--- src/sfd_pkg.sv ---
`default_nettype none

package sfd_pkg;

  localparam int unsigned FrameBytesDef = 26;
  localparam logic [3:0]  ZeroLimitRst  = 4'd4;
  localparam int unsigned IndexW        = 5;

  typedef enum logic [2:0] {
    PH_WAIT   = 3'd0,
    PH_HEADER = 3'd1,
    PH_FIRST  = 3'd2,
    PH_DECODE = 3'd3,
    PH_IGNORE = 3'd4
  } phase_e;

  typedef struct packed {
    logic              kind;
    logic [7:0]        data_byte;
    logic [IndexW-1:0] byte_index;
    logic              last_of_frame;
  } result_t;

  // rising-ones sync pattern for a given shift
  function automatic logic [7:0] rise_pat(input logic [2:0] sh);
    logic [7:0] p;
    if (sh == 3'd0) begin
      p = 8'hFF;
    end else begin
      p = 8'hFF >> (4'd8 - {1'b0, sh});
    end
    return p;
  endfunction

  function automatic logic [7:0] fall_pat(input logic [2:0] sh);
    return 8'hFF << sh;
  endfunction

endpackage

`default_nettype wire

--- src/sfd_in_reg.sv ---
`default_nettype none

module sfd_in_reg (
  input  wire logic       clk_i,
  input  wire logic       rst_ni,
  input  wire logic       valid_i,
  output logic            ready_o,
  input  wire logic [7:0] byte_i,
  output logic            valid_o,
  input  wire logic       take_i,
  output logic [7:0]      byte_o
);

  logic       valid_q;
  logic [7:0] byte_q;

  assign ready_o = !valid_q || take_i;
  assign valid_o = valid_q;
  assign byte_o  = byte_q;

  always_ff @(posedge clk_i or negedge rst_ni) begin
    if (!rst_ni) begin
      valid_q <= 1'b0;
    end else if (ready_o) begin
      valid_q <= valid_i;
    end
  end

  always_ff @(posedge clk_i) begin
    if (ready_o && valid_i) begin
      byte_q <= byte_i;
    end
  end

endmodule

`default_nettype wire

--- src/sfd_core.sv ---
`default_nettype none

module sfd_core #(
  parameter int unsigned FrameBytes = sfd_pkg::FrameBytesDef
) (
  input  wire logic       clk_i,
  input  wire logic       rst_ni,
  input  wire logic       cfg_we_i,
  input  wire logic [3:0] cfg_data_i,
  input  wire logic       fire_i,
  input  wire logic [7:0] byte_i,
  output logic            res_valid_o,
  output sfd_pkg::result_t res_o
);

  import sfd_pkg::*;

  localparam int unsigned CntW = $clog2(FrameBytes + 1);

  phase_e          phase_q, phase_d;
  logic [2:0]      shift_q, shift_d;
  logic [1:0]      need_q, need_d;
  logic [1:0]      seen_q, seen_d;
  logic [7:0]      prev_q, prev_d;
  logic [CntW-1:0] cnt_q, cnt_d;
  logic [3:0]      zrun_q, zrun_d;
  logic [3:0]      limit_q;

  logic [CntW-1:0] cnt_inc;
  logic [4:0]      zrun_inc;
  logic [15:0]     joined;
  logic            rise_hit;
  logic [2:0]      rise_idx;

  assign cnt_inc  = cnt_q + CntW'(1);
  assign zrun_inc = {1'b0, zrun_q} + 5'd1;
  assign joined   = {prev_q, byte_i} >> shift_q;

  always_comb begin
    rise_hit = 1'b0;
    rise_idx = 3'd0;
    for (int i = 0; i < 8; i++) begin
      if (byte_i == rise_pat(3'(i))) begin
        rise_hit = 1'b1;
        rise_idx = 3'(i);
      end
    end
  end

  // next state
  always_comb begin
    phase_d = phase_q;
    shift_d = shift_q;
    need_d  = need_q;
    seen_d  = seen_q;
    prev_d  = prev_q;
    cnt_d   = cnt_q;
    zrun_d  = zrun_q;
    case (phase_q)
      PH_HEADER: begin
        if (seen_q < need_q && byte_i == 8'hFF) begin
          seen_d = seen_q + 2'd1;
        end else if (seen_q == need_q && byte_i == fall_pat(shift_q)) begin
          phase_d = PH_FIRST;
        end else begin
          zrun_d  = 4'd0;
          phase_d = PH_IGNORE;
        end
      end
      PH_FIRST: begin
        prev_d  = byte_i;
        cnt_d   = '0;
        phase_d = PH_DECODE;
      end
      PH_DECODE: begin
        prev_d = byte_i;
        cnt_d  = cnt_inc;
        if (cnt_inc >= CntW'(FrameBytes)) begin
          phase_d = PH_WAIT;
          cnt_d   = '0;
        end
      end
      PH_IGNORE: begin
        if (byte_i == 8'h00) begin
          if (zrun_inc > {1'b0, limit_q}) begin
            phase_d = PH_WAIT;
          end else begin
            zrun_d = zrun_inc[3:0];
          end
        end else begin
          zrun_d = 4'd0;
        end
      end
      default: begin
        phase_d = PH_WAIT;
        if (byte_i != 8'h00 && rise_hit) begin
          phase_d = PH_HEADER;
          shift_d = rise_idx;
          need_d  = (rise_idx == 3'd0) ? 2'd1 : 2'd2;
          seen_d  = 2'd0;
        end
      end
    endcase
  end

  // result
  always_comb begin
    res_valid_o = 1'b0;
    res_o       = '0;
    case (phase_q)
      PH_DECODE: begin
        res_valid_o         = fire_i;
        res_o.data_byte     = joined[7:0];
        res_o.byte_index    = IndexW'(cnt_q);
        res_o.last_of_frame = (cnt_inc >= CntW'(FrameBytes));
      end
      PH_IGNORE: begin
        if (byte_i == 8'h00 && zrun_inc > {1'b0, limit_q}) begin
          res_valid_o = fire_i;
          res_o.kind  = 1'b1;
        end
      end
      default: begin
        res_valid_o = 1'b0;
      end
    endcase
  end

  always_ff @(posedge clk_i or negedge rst_ni) begin
    if (!rst_ni) begin
      phase_q <= PH_WAIT;
      shift_q <= 3'd0;
      need_q  <= 2'd0;
      seen_q  <= 2'd0;
      prev_q  <= 8'd0;
      cnt_q   <= '0;
      zrun_q  <= 4'd0;
    end else if (fire_i) begin
      phase_q <= phase_d;
      shift_q <= shift_d;
      need_q  <= need_d;
      seen_q  <= seen_d;
      prev_q  <= prev_d;
      cnt_q   <= cnt_d;
      zrun_q  <= zrun_d;
    end
  end

  always_ff @(posedge clk_i or negedge rst_ni) begin
    if (!rst_ni) begin
      limit_q <= ZeroLimitRst;
    end else if (cfg_we_i) begin
      limit_q <= cfg_data_i;
    end
  end

endmodule

`default_nettype wire

--- src/sfd_out_skid.sv ---
`default_nettype none

module sfd_out_skid (
  input  wire logic             clk_i,
  input  wire logic             rst_ni,
  input  wire logic             push_i,
  input  wire sfd_pkg::result_t res_i,
  output logic                  ready_o,
  output logic                  valid_o,
  input  wire logic             pop_ready_i,
  output sfd_pkg::result_t      res_o
);

  import sfd_pkg::*;

  logic    out_valid_q, skid_valid_q;
  result_t out_q, skid_q;
  logic    pop;

  assign ready_o = !skid_valid_q;
  assign valid_o = out_valid_q;
  assign res_o   = out_q;
  assign pop     = out_valid_q && pop_ready_i;

  always_ff @(posedge clk_i or negedge rst_ni) begin
    if (!rst_ni) begin
      out_valid_q  <= 1'b0;
      skid_valid_q <= 1'b0;
    end else if (pop) begin
      if (skid_valid_q) begin
        skid_valid_q <= 1'b0;
      end else begin
        out_valid_q <= push_i;
      end
    end else if (push_i) begin
      if (!out_valid_q) begin
        out_valid_q <= 1'b1;
      end else begin
        skid_valid_q <= 1'b1;
      end
    end
  end

  always_ff @(posedge clk_i) begin
    if (pop) begin
      if (skid_valid_q) begin
        out_q <= skid_q;
      end else if (push_i) begin
        out_q <= res_i;
      end
    end else if (push_i) begin
      if (!out_valid_q) begin
        out_q <= res_i;
      end else begin
        skid_q <= res_i;
      end
    end
  end

endmodule

`default_nettype wire

--- src/shifted_sync_frame_deframer.sv ---
// Shifted-sync frame deframer.
// Path: a byte is registered in sfd_in_reg, then its result is registered in
// sfd_out_skid. Throughput: one byte per cycle while m_tready_i accepts results;
// the output skid register lets input continue while a result is held.
// Reset (rst_ni low, async): waiting for sync, zero_run_limit back to 4.
`default_nettype none

module shifted_sync_frame_deframer #(
  parameter int unsigned FrameBytes = sfd_pkg::FrameBytesDef
) (
  input  wire logic        clk_i,
  input  wire logic        rst_ni,
  input  wire logic        s_tvalid_i,
  output logic             s_tready_o,
  input  wire logic [7:0]  s_tdata_i,   // [7:0] rx_byte
  output logic             m_tvalid_o,
  input  wire logic        m_tready_i,
  output logic [15:0]      m_tdata_o,   // [7:0] data_byte, [12:8] byte_index
  output logic             m_tuser_o,   // [0] kind
  output logic             m_tlast_o,
  input  wire logic        cfg_valid_i,
  output logic             cfg_ready_o,
  input  wire logic [3:0]  cfg_data_i   // zero_run_limit
);

  import sfd_pkg::*;

  logic    in_valid, fire, res_valid, out_ready;
  logic [7:0] in_byte;
  result_t core_res, out_res;

  assign cfg_ready_o = 1'b1;
  assign fire        = in_valid && out_ready;

  sfd_in_reg u_in (
    .clk_i   (clk_i),
    .rst_ni  (rst_ni),
    .valid_i (s_tvalid_i),
    .ready_o (s_tready_o),
    .byte_i  (s_tdata_i),
    .valid_o (in_valid),
    .take_i  (fire),
    .byte_o  (in_byte)
  );

  sfd_core #(
    .FrameBytes (FrameBytes)
  ) u_core (
    .clk_i       (clk_i),
    .rst_ni      (rst_ni),
    .cfg_we_i    (cfg_valid_i),
    .cfg_data_i  (cfg_data_i),
    .fire_i      (fire),
    .byte_i      (in_byte),
    .res_valid_o (res_valid),
    .res_o       (core_res)
  );

  sfd_out_skid u_out (
    .clk_i       (clk_i),
    .rst_ni      (rst_ni),
    .push_i      (res_valid),
    .res_i       (core_res),
    .ready_o     (out_ready),
    .valid_o     (m_tvalid_o),
    .pop_ready_i (m_tready_i),
    .res_o       (out_res)
  );

  assign m_tdata_o = {3'b000, out_res.byte_index, out_res.data_byte};
  assign m_tuser_o = out_res.kind;
  assign m_tlast_o = out_res.last_of_frame;

  a_abandon_clean : assert property (@(posedge clk_i) disable iff (!rst_ni)
    (m_tvalid_o && m_tuser_o) |-> (m_tdata_o == 16'd0 && !m_tlast_o))
    else $error("abandon beat carries payload");

  a_last_index : assert property (@(posedge clk_i) disable iff (!rst_ni)
    (m_tvalid_o && m_tlast_o) |->
      (!m_tuser_o && m_tdata_o[12:8] == IndexW'(FrameBytes - 1)))
    else $error("last beat at wrong index");

  a_stall_source : assert property (@(posedge clk_i) disable iff (!rst_ni)
    !s_tready_o |-> m_tvalid_o)
    else $error("input stalled with empty output");

endmodule

`default_nettype wire

--- config.mk ---
export PLATFORM = sky130hd
export DESIGN_NAME = shifted_sync_frame_deframer
export DESIGN_NICKNAME = d
export VERILOG_FILES = /design/src/sfd_pkg.sv /design/src/sfd_in_reg.sv /design/src/sfd_core.sv /design/src/sfd_out_skid.sv /design/src/shifted_sync_frame_deframer.sv
export SDC_FILE = /design/constraint.sdc
export NUM_CORES = 1
export LEC_CHECK = 0
export BUFFER_PORTS_ARGS = -buffer_cell sky130_fd_sc_hd__clkbuf_2
export CAP_MARGIN = 20
export CORE_UTILIZATION = 39
export CTS_BUF_LIST = sky130_fd_sc_hd__clkbuf_8
export DETAILED_ROUTE_END_ITERATION = 10
export SLEW_MARGIN = 20
export SYNTH_ARGS = -nofsm -noshare
export SYNTH_HDL_FRONTEND = slang
export SYNTH_HIERARCHICAL = 1
export SYNTH_SLANG_ARGS = --single-unit
--- constraint.sdc ---
create_clock -name clk_i -period 6.5 [get_ports clk_i]
set_clock_uncertainty 0.1 [all_clocks]
set_input_delay 1.3 -clock clk_i [delete_from_list [all_inputs] [get_ports clk_i]]
set_output_delay 1.3 -clock clk_i [all_outputs]
set_load 0.005 [all_outputs]
# Word level (Yosys, flattened, before mapping)

Cells that the tools add are included.

Add/sub/neg operators: 3
$lt $le $gt $ge: 3
Equality and inequality tests: 23
Shifts and indexed selects: 2
Multiplexer cells: 49
Bitwise logic cells: 3
Reduce and logical (&&, ||, !) cells: 32

Operators with widths:

| operator                                                        | number |
|---|---|
| 15-bit 2-to-1 mux                                               | 5 |
| 3-bit 2-to-1 mux                                                | 9 |
| 1-bit 2-to-1 mux                                                | 19 |
| 4-bit 2-to-1 mux                                                | 4 |
| 16-bit by 3-bit >> shifter with 8-bit output                    | 1 |
| 14-bit 2-to-1 mux                                               | 1 |
| 3-bit case mux with 4 select lines                              | 1 |
| 2-bit nonzero test                                              | 6 |
| 2-bit 2-to-1 mux                                                | 5 |
| 5-bit case mux with 2 select lines                              | 1 |
| 5-bit AND reduction                                             | 2 |
| 3-bit AND reduction                                             | 3 |
| 8-bit by 1-bit == test with 1-bit output, second input constant | 1 |
| 8-bit by 2-bit == test with 1-bit output, second input constant | 1 |
| 8-bit by 3-bit == test with 1-bit output, second input constant | 1 |
| 8-bit by 4-bit == test with 1-bit output, second input constant | 1 |
| 8-bit by 5-bit == test with 1-bit output, second input constant | 1 |
| 8-bit by 6-bit == test with 1-bit output, second input constant | 1 |
| 8-bit by 7-bit == test with 1-bit output, second input constant | 1 |
| 8-bit == test                                                   | 1 |
| 8-bit == test, second input constant                            | 1 |
| 8-bit zero test                                                 | 1 |
| 2-bit by 1-bit != test with 1-bit output, second input constant | 4 |
| 2-bit != test, second input constant                            | 4 |
| 27 further kinds                                                | 40 |

Register bits: 72
Input port bits: 17
Output and inout port bits: 21
Word-level logic and storage cells: 135

# Logic depth before layout (Yosys ltp)

Word-level depth: 12
Mapped depth: 10

# Modules after synthesis

The synthesis kept the hierarchy.

Modules (own cells, without submodules):

| module                      | instances | cells an instance | area an instance (sq um) | seq. area each (sq um) |
|---|---|---|---|---|
| sfd_core                    | 1         | 265               | 2,452.4                  | 752.0 |
| sfd_out_skid                | 1         | 59                | 1,241.2                  | 950.9 |
| sfd_in_reg                  | 1         | 12                | 294.0                    | 265.3 |
| shifted_sync_frame_deframer | 1         | 7                 | 43.8                     | 0.0 |

# Least setup slack after synthesis

Ideal clock, no wire load.

Path type: register to register
From: register u_core.zrun_q[0]
To: register u_out.out_q, in the netlist u_out/res_o[0] (enable)
Data arrival time: 2.620 ns
Data required time: 6.008 ns
Slack: 3.388 ns
Stages on the path, launching flop included: 11
Buffers on the path: 0
Period minus slack after synthesis: 3.112 ns
Cell sequence: dfrtp_1 ha_1 xor2_1 ha_1 o21ai_0 a21oi_1 nor3_1 nor3_1 o21a_1 a21oi_1 a21oi_1

Cells in the longest elaborated chain, start to end: 7
Elaborated cells on any way between the ends: 8
Classes of those cells: 1 x add/sub; 1 x order compare; 2 x mux; 4 x reduce/logical

RTL lines:

| what                                                         | RTL line                          | text |
|---|---|---|
| from (decl)                                                  | sfd_core.sv:26                    | `logic [3:0] zrun_q, zrun_d;` |
| from (signal assigned)                                       | sfd_core.sv:145                   | `zrun_q <= zrun_d;` |
| 4-bit by 1-bit adder with 5-bit output (*)                   | sfd_core.sv:36                    | `assign zrun_inc = {1'b0, zrun_q} + 5'd1;` |
| 5-bit by 4-bit greater-than comparator with 1-bit output (*) | sfd_core.sv:118                   | `if (byte_i == 8'h00 && zrun_inc > {1'b0, limit_q}) begin` |
| 1-bit logical AND (*)                                        | sfd_core.sv:118                   |  |
| 1-bit 2-to-1 mux (*)                                         | sfd_core.sv:118                   |  |
| 1-bit case mux with 2 select lines (*)                       | sfd_core.sv:110                   | `case (phase_q)` |
| net res_valid                                                | shifted_sync_frame_deframer.sv:28 | `logic in_valid, fire, res_valid, out_ready;` |
| 2-bit nonzero test (no source line)                          | --                                |  |
| 3-bit AND reduction (no source line) (*)                     | --                                |  |
| to (signal assigned)                                         | sfd_out_skid.sv:47                | `out_q <= skid_q;` |
| to (signal assigned)                                         | sfd_out_skid.sv:49                | `out_q <= res_i;` |
| to (signal assigned)                                         | sfd_out_skid.sv:53                | `out_q <= res_i;` |
| to (decl)                                                    | sfd_out_skid.sv:17                | `result_t out_q, skid_q;` |

Mark *: on every way through the listed nets, which the timed path passes. The rest lies on a longest branch.
A chain may end at the register's enable or synchronous reset.

# Worst setup path in the final report

From: register u_core.zrun_q[0]
To: register u_out/skid_q[0] in the netlist's numbering (enable)

Cells in the longest elaborated chain, start to end: 6

RTL lines:

| what                                                     | RTL line                          | text |
|---|---|---|
| 4-bit by 1-bit adder with 5-bit output                   | sfd_core.sv:36                    |  |
| 5-bit by 4-bit greater-than comparator with 1-bit output | sfd_core.sv:118                   |  |
| 1-bit logical AND                                        | sfd_core.sv:118                   |  |
| 1-bit 2-to-1 mux                                         | sfd_core.sv:118                   |  |
| 1-bit case mux with 2 select lines                       | sfd_core.sv:110                   |  |
| net res_valid                                            | shifted_sync_frame_deframer.sv:28 |  |
| 3-bit AND reduction (no source line)                     | --                                |  |
| to (signal assigned)                                     | sfd_out_skid.sv:55                | `skid_q <= res_i;` |
| to (decl)                                                | sfd_out_skid.sv:17                |  |

The timed path passes the listed nets, and every way through them passes these cells.

==> flow_summary.ini <==
[placement]
dp.final_hpwl_um = 4952
portBuffers = 33
place.gp.congestion = 0.7584

[yosys]
synth-edff-count = 38
yosysTopAreaCell = edfxtp_1
synth.distinct_cells = 67
ys_seq_area_share_pct = 48.82
synth_area_leaders = edfxtp_1 (28%), dfrtp_1 (20%), mux2_4 (4.8%)
ys.flop_type = edfxtp_1
async_flop_share_pct = 46.48
synth_top_cell_area_share_pct = 28.31
ys_ff_latch = 71
synth_warnings = 6
syn_avg_cell_area_um2 = 11.75
syn_inst = 343
syn_area_um2 = 4031

[floorplan]
core_area_um2 = 9910
num_io_pins = 38
die_y_um = 103.7
die_w_um = 103.7
initial_core_util_pct = 40.68
rows = 36
die-area_um2 = 10750

[cts]
clk_latency_ns = 0.35
cts.path.max_buffers = 2
cts_setup_buffers = 0
clkSinkCount = 71
cts_tree = built
cts_max_level = 3
postCtsHoldBufs = 0
cts.clk_slew.worst_paths_ns = 0.07
post_cts_resize_count = 0
clock-root-buffer = clkbuf_8
cts_made_buffers = 9

[timing]
max_freq_mhz = 322.1
slew_viol_final = 0
tns_ns = 0
slew_headroom_pct = 36.86
finalSetupViolations = 0
finalCriticalPeriod_ns = 3.105
rsz0062_at_grt = false
tightest_slew_ns = 0.9471
hold_viol = 0
period_share_pct = 47.77

[critical_path]
crit_fanout = 15
cp-end-kind = flop
start_kind = flop
cp.arrival_ns = 2.99
critical_path_class = reg2reg
crit_required_ns = 6.39

[global_route]
grt_overflow = 0
grt_util_all_layers_pct = 14.14
grt_max_degree = 34
grt_pass1_vias = 2595
grt_pass1_wl_um = 12330
antenna_found_initial = 0

[route]
ant_nets = 0
drt_iter0_drc = 105
drt_first_pass_iters = 4
wl_per_cell_um = 13.37
via_per_inst = 5.132
vias = 2607
routed_wl_um = 6790
drc_errors = 0

[pwr]
peakVddDrop_mv = 0.09850
power.density_nw_per_um2 = 189.4
p_leak_nw = 1.766

[cells_and_area]
fin_nets = 396
syn_to_final_growth_pct = 10.18
final_util_pct = 44.82
mostFrequentLayoutCells = edfxtp_1 (38), clkbuf_2 (33), dfrtp_1 (32)
n_antenna_cell = 0
drive_above_1_share_pct = 27.20
layout_commonest_cell = edfxtp_1

[run_status]
status = complete, no violations

[run]
maxCapViolCount = 0

[hold_path]
min_path_type = reg2reg
cells in the mapped netlist, types with 2 or more instances:
library cell	n
or4_4	2
a31oi_1	2
o21ai_0	16
mux2_2	14
nand3_4	3
or4_1	3
xnor2_1	3
nand4_1	4
xor2_1	2
conb_1	2
o31ai_1	2
edfxtp_1	38
a22oi_1	2
and3_1	5
mux2_4	13
ha_1	9
a21oi_1	15
buf_6	3
a21o_1	2
o21a_1	2
nor2_1	27
nor2b_1	4
inv_1	16
buf_4	6
o21bai_1	3
nand3_1	11
a41o_1	2
nor3_1	11
and2_1	2
clkbuf_1	3
buf_2	6
or2_2	2
o21ai_1	3
nand2b_1	4
nand2_1	20
mux2i_1	13
mux4_2	7
dfrtp_1	32
metal layers:
metal	GRT usage, %	share of wire [%]	vias up
met5	0	0	-
met1	17.92	48	1228
met3	2.832	3.9	11
li1	-	-	1311
met4	6.429	2.1	0
met2	23.35	46	57
sequential cells by signal, summed over array words and instances, names as in the netlist, 2 cells and up:
name / cells
u_core/prev_q: 7
u_core/phase_q: 3
u_in/byte_o: 8
u_core/cnt_q: 5
u_out/res_o: 15
u_core/need_q: 2
u_core/shift_q: 3
u_out/skid_q: 15
u_core/limit_q: 4
u_core/seen_q: 2
u_core/zrun_q: 4
where the power goes:
part	leakage [nW]	switching, W	internal (W)
Combinational	0.880	0.0000103	0.00000646
Clock	0.0956	0.000172	0.000178
Sequential	0.791	0.000000737	0.000474
Total	1.77	0.000184	0.000658
cells by family after synthesis:
group                      count (synthesis)  synth area share [%]
and+or+nand+nor                          114                 16.42
DFF                                       71                 48.82
AOI/OAI and AO/OA                         56                 9.031
muxes                                     48                 16.54
buffers and inverters                     37                 4.873
adders and majority gates                 10                 3.042
xor gates and xnor gates                   5                 1.086
other                                      2                0.1863
worst max-delay path: stages, from the launching register on:
cell and delay [ns]:
dfrtp_1 0.43, ha_1 0.26, xor2_1 0.17, ha_1 0.29
o21ai_0 0.07, a21oi_1 0.16, nor3_1 0.07, nor3_1 0.37
o21a_1 0.23, and3_1 0.59
through the flow:
step / power [W] / instance area [µm²] / setup WS, ns / instances / hold WS, ns
2_1_floorplan: 0.0004920 / 4039 / 3.388 / 345 / 0.3564
6_report: 0.0008412 / 4442 / 3.395 / 508 / 0.3928
5_1_grt: 0.0008802 / 4442 / 3.142 / 508 / 0.4238
4_1_cts: 0.0008549 / 4442 / 3.383 / 508 / 0.3984
3_5_place_dp: 0.0005016 / 4245 / 3.396 / 492 / 0.3777
3_3_place_gp: 0.0005012 / 4245 / 3.518 / 492 / 0.3739
layout make-up:
class	count	area, µm²
clock buffer	9	123.9
clock inverter	7	72.57
fill	959	5468
inverter	17	63.81
multi-input combinational	237	1874
sequential	71	1968
tap	133	166.4
timing repair buffer	34	172.7
worst paths after layout:
kind / slack, ns / depth (start not counted) / to / from
worst max-delay path: 3.39 / 9 / u_out/skid_q[0]$_DFFE_PP_ / u_core/zrun_q[0]$_DFFE_PN0P_
worst min-delay path: 0.39 / 1 / u_core/need_q[0]$_DFFE_PN0P_ / u_core/need_q[0]$_DFFE_PN0P_
worst max register to register: 3.39 / 9 / u_out/skid_q[0]$_DFFE_PP_ / u_core/zrun_q[0]$_DFFE_PN0P_
worst min register to register: 0.39 / 1 / u_core/need_q[0]$_DFFE_PN0P_ / u_core/need_q[0]$_DFFE_PN0P_
max in group asynchronous: 4.81 / 1 / u_core/prev_q[2]$_DFFE_PN0P_ / rst_ni
min in group asynchronous: 0.95 / 1 / u_core/seen_q[1]$_DFFE_PN0P_ / rst_ni
Note: power is estimated with default switching activity, not from simulation.
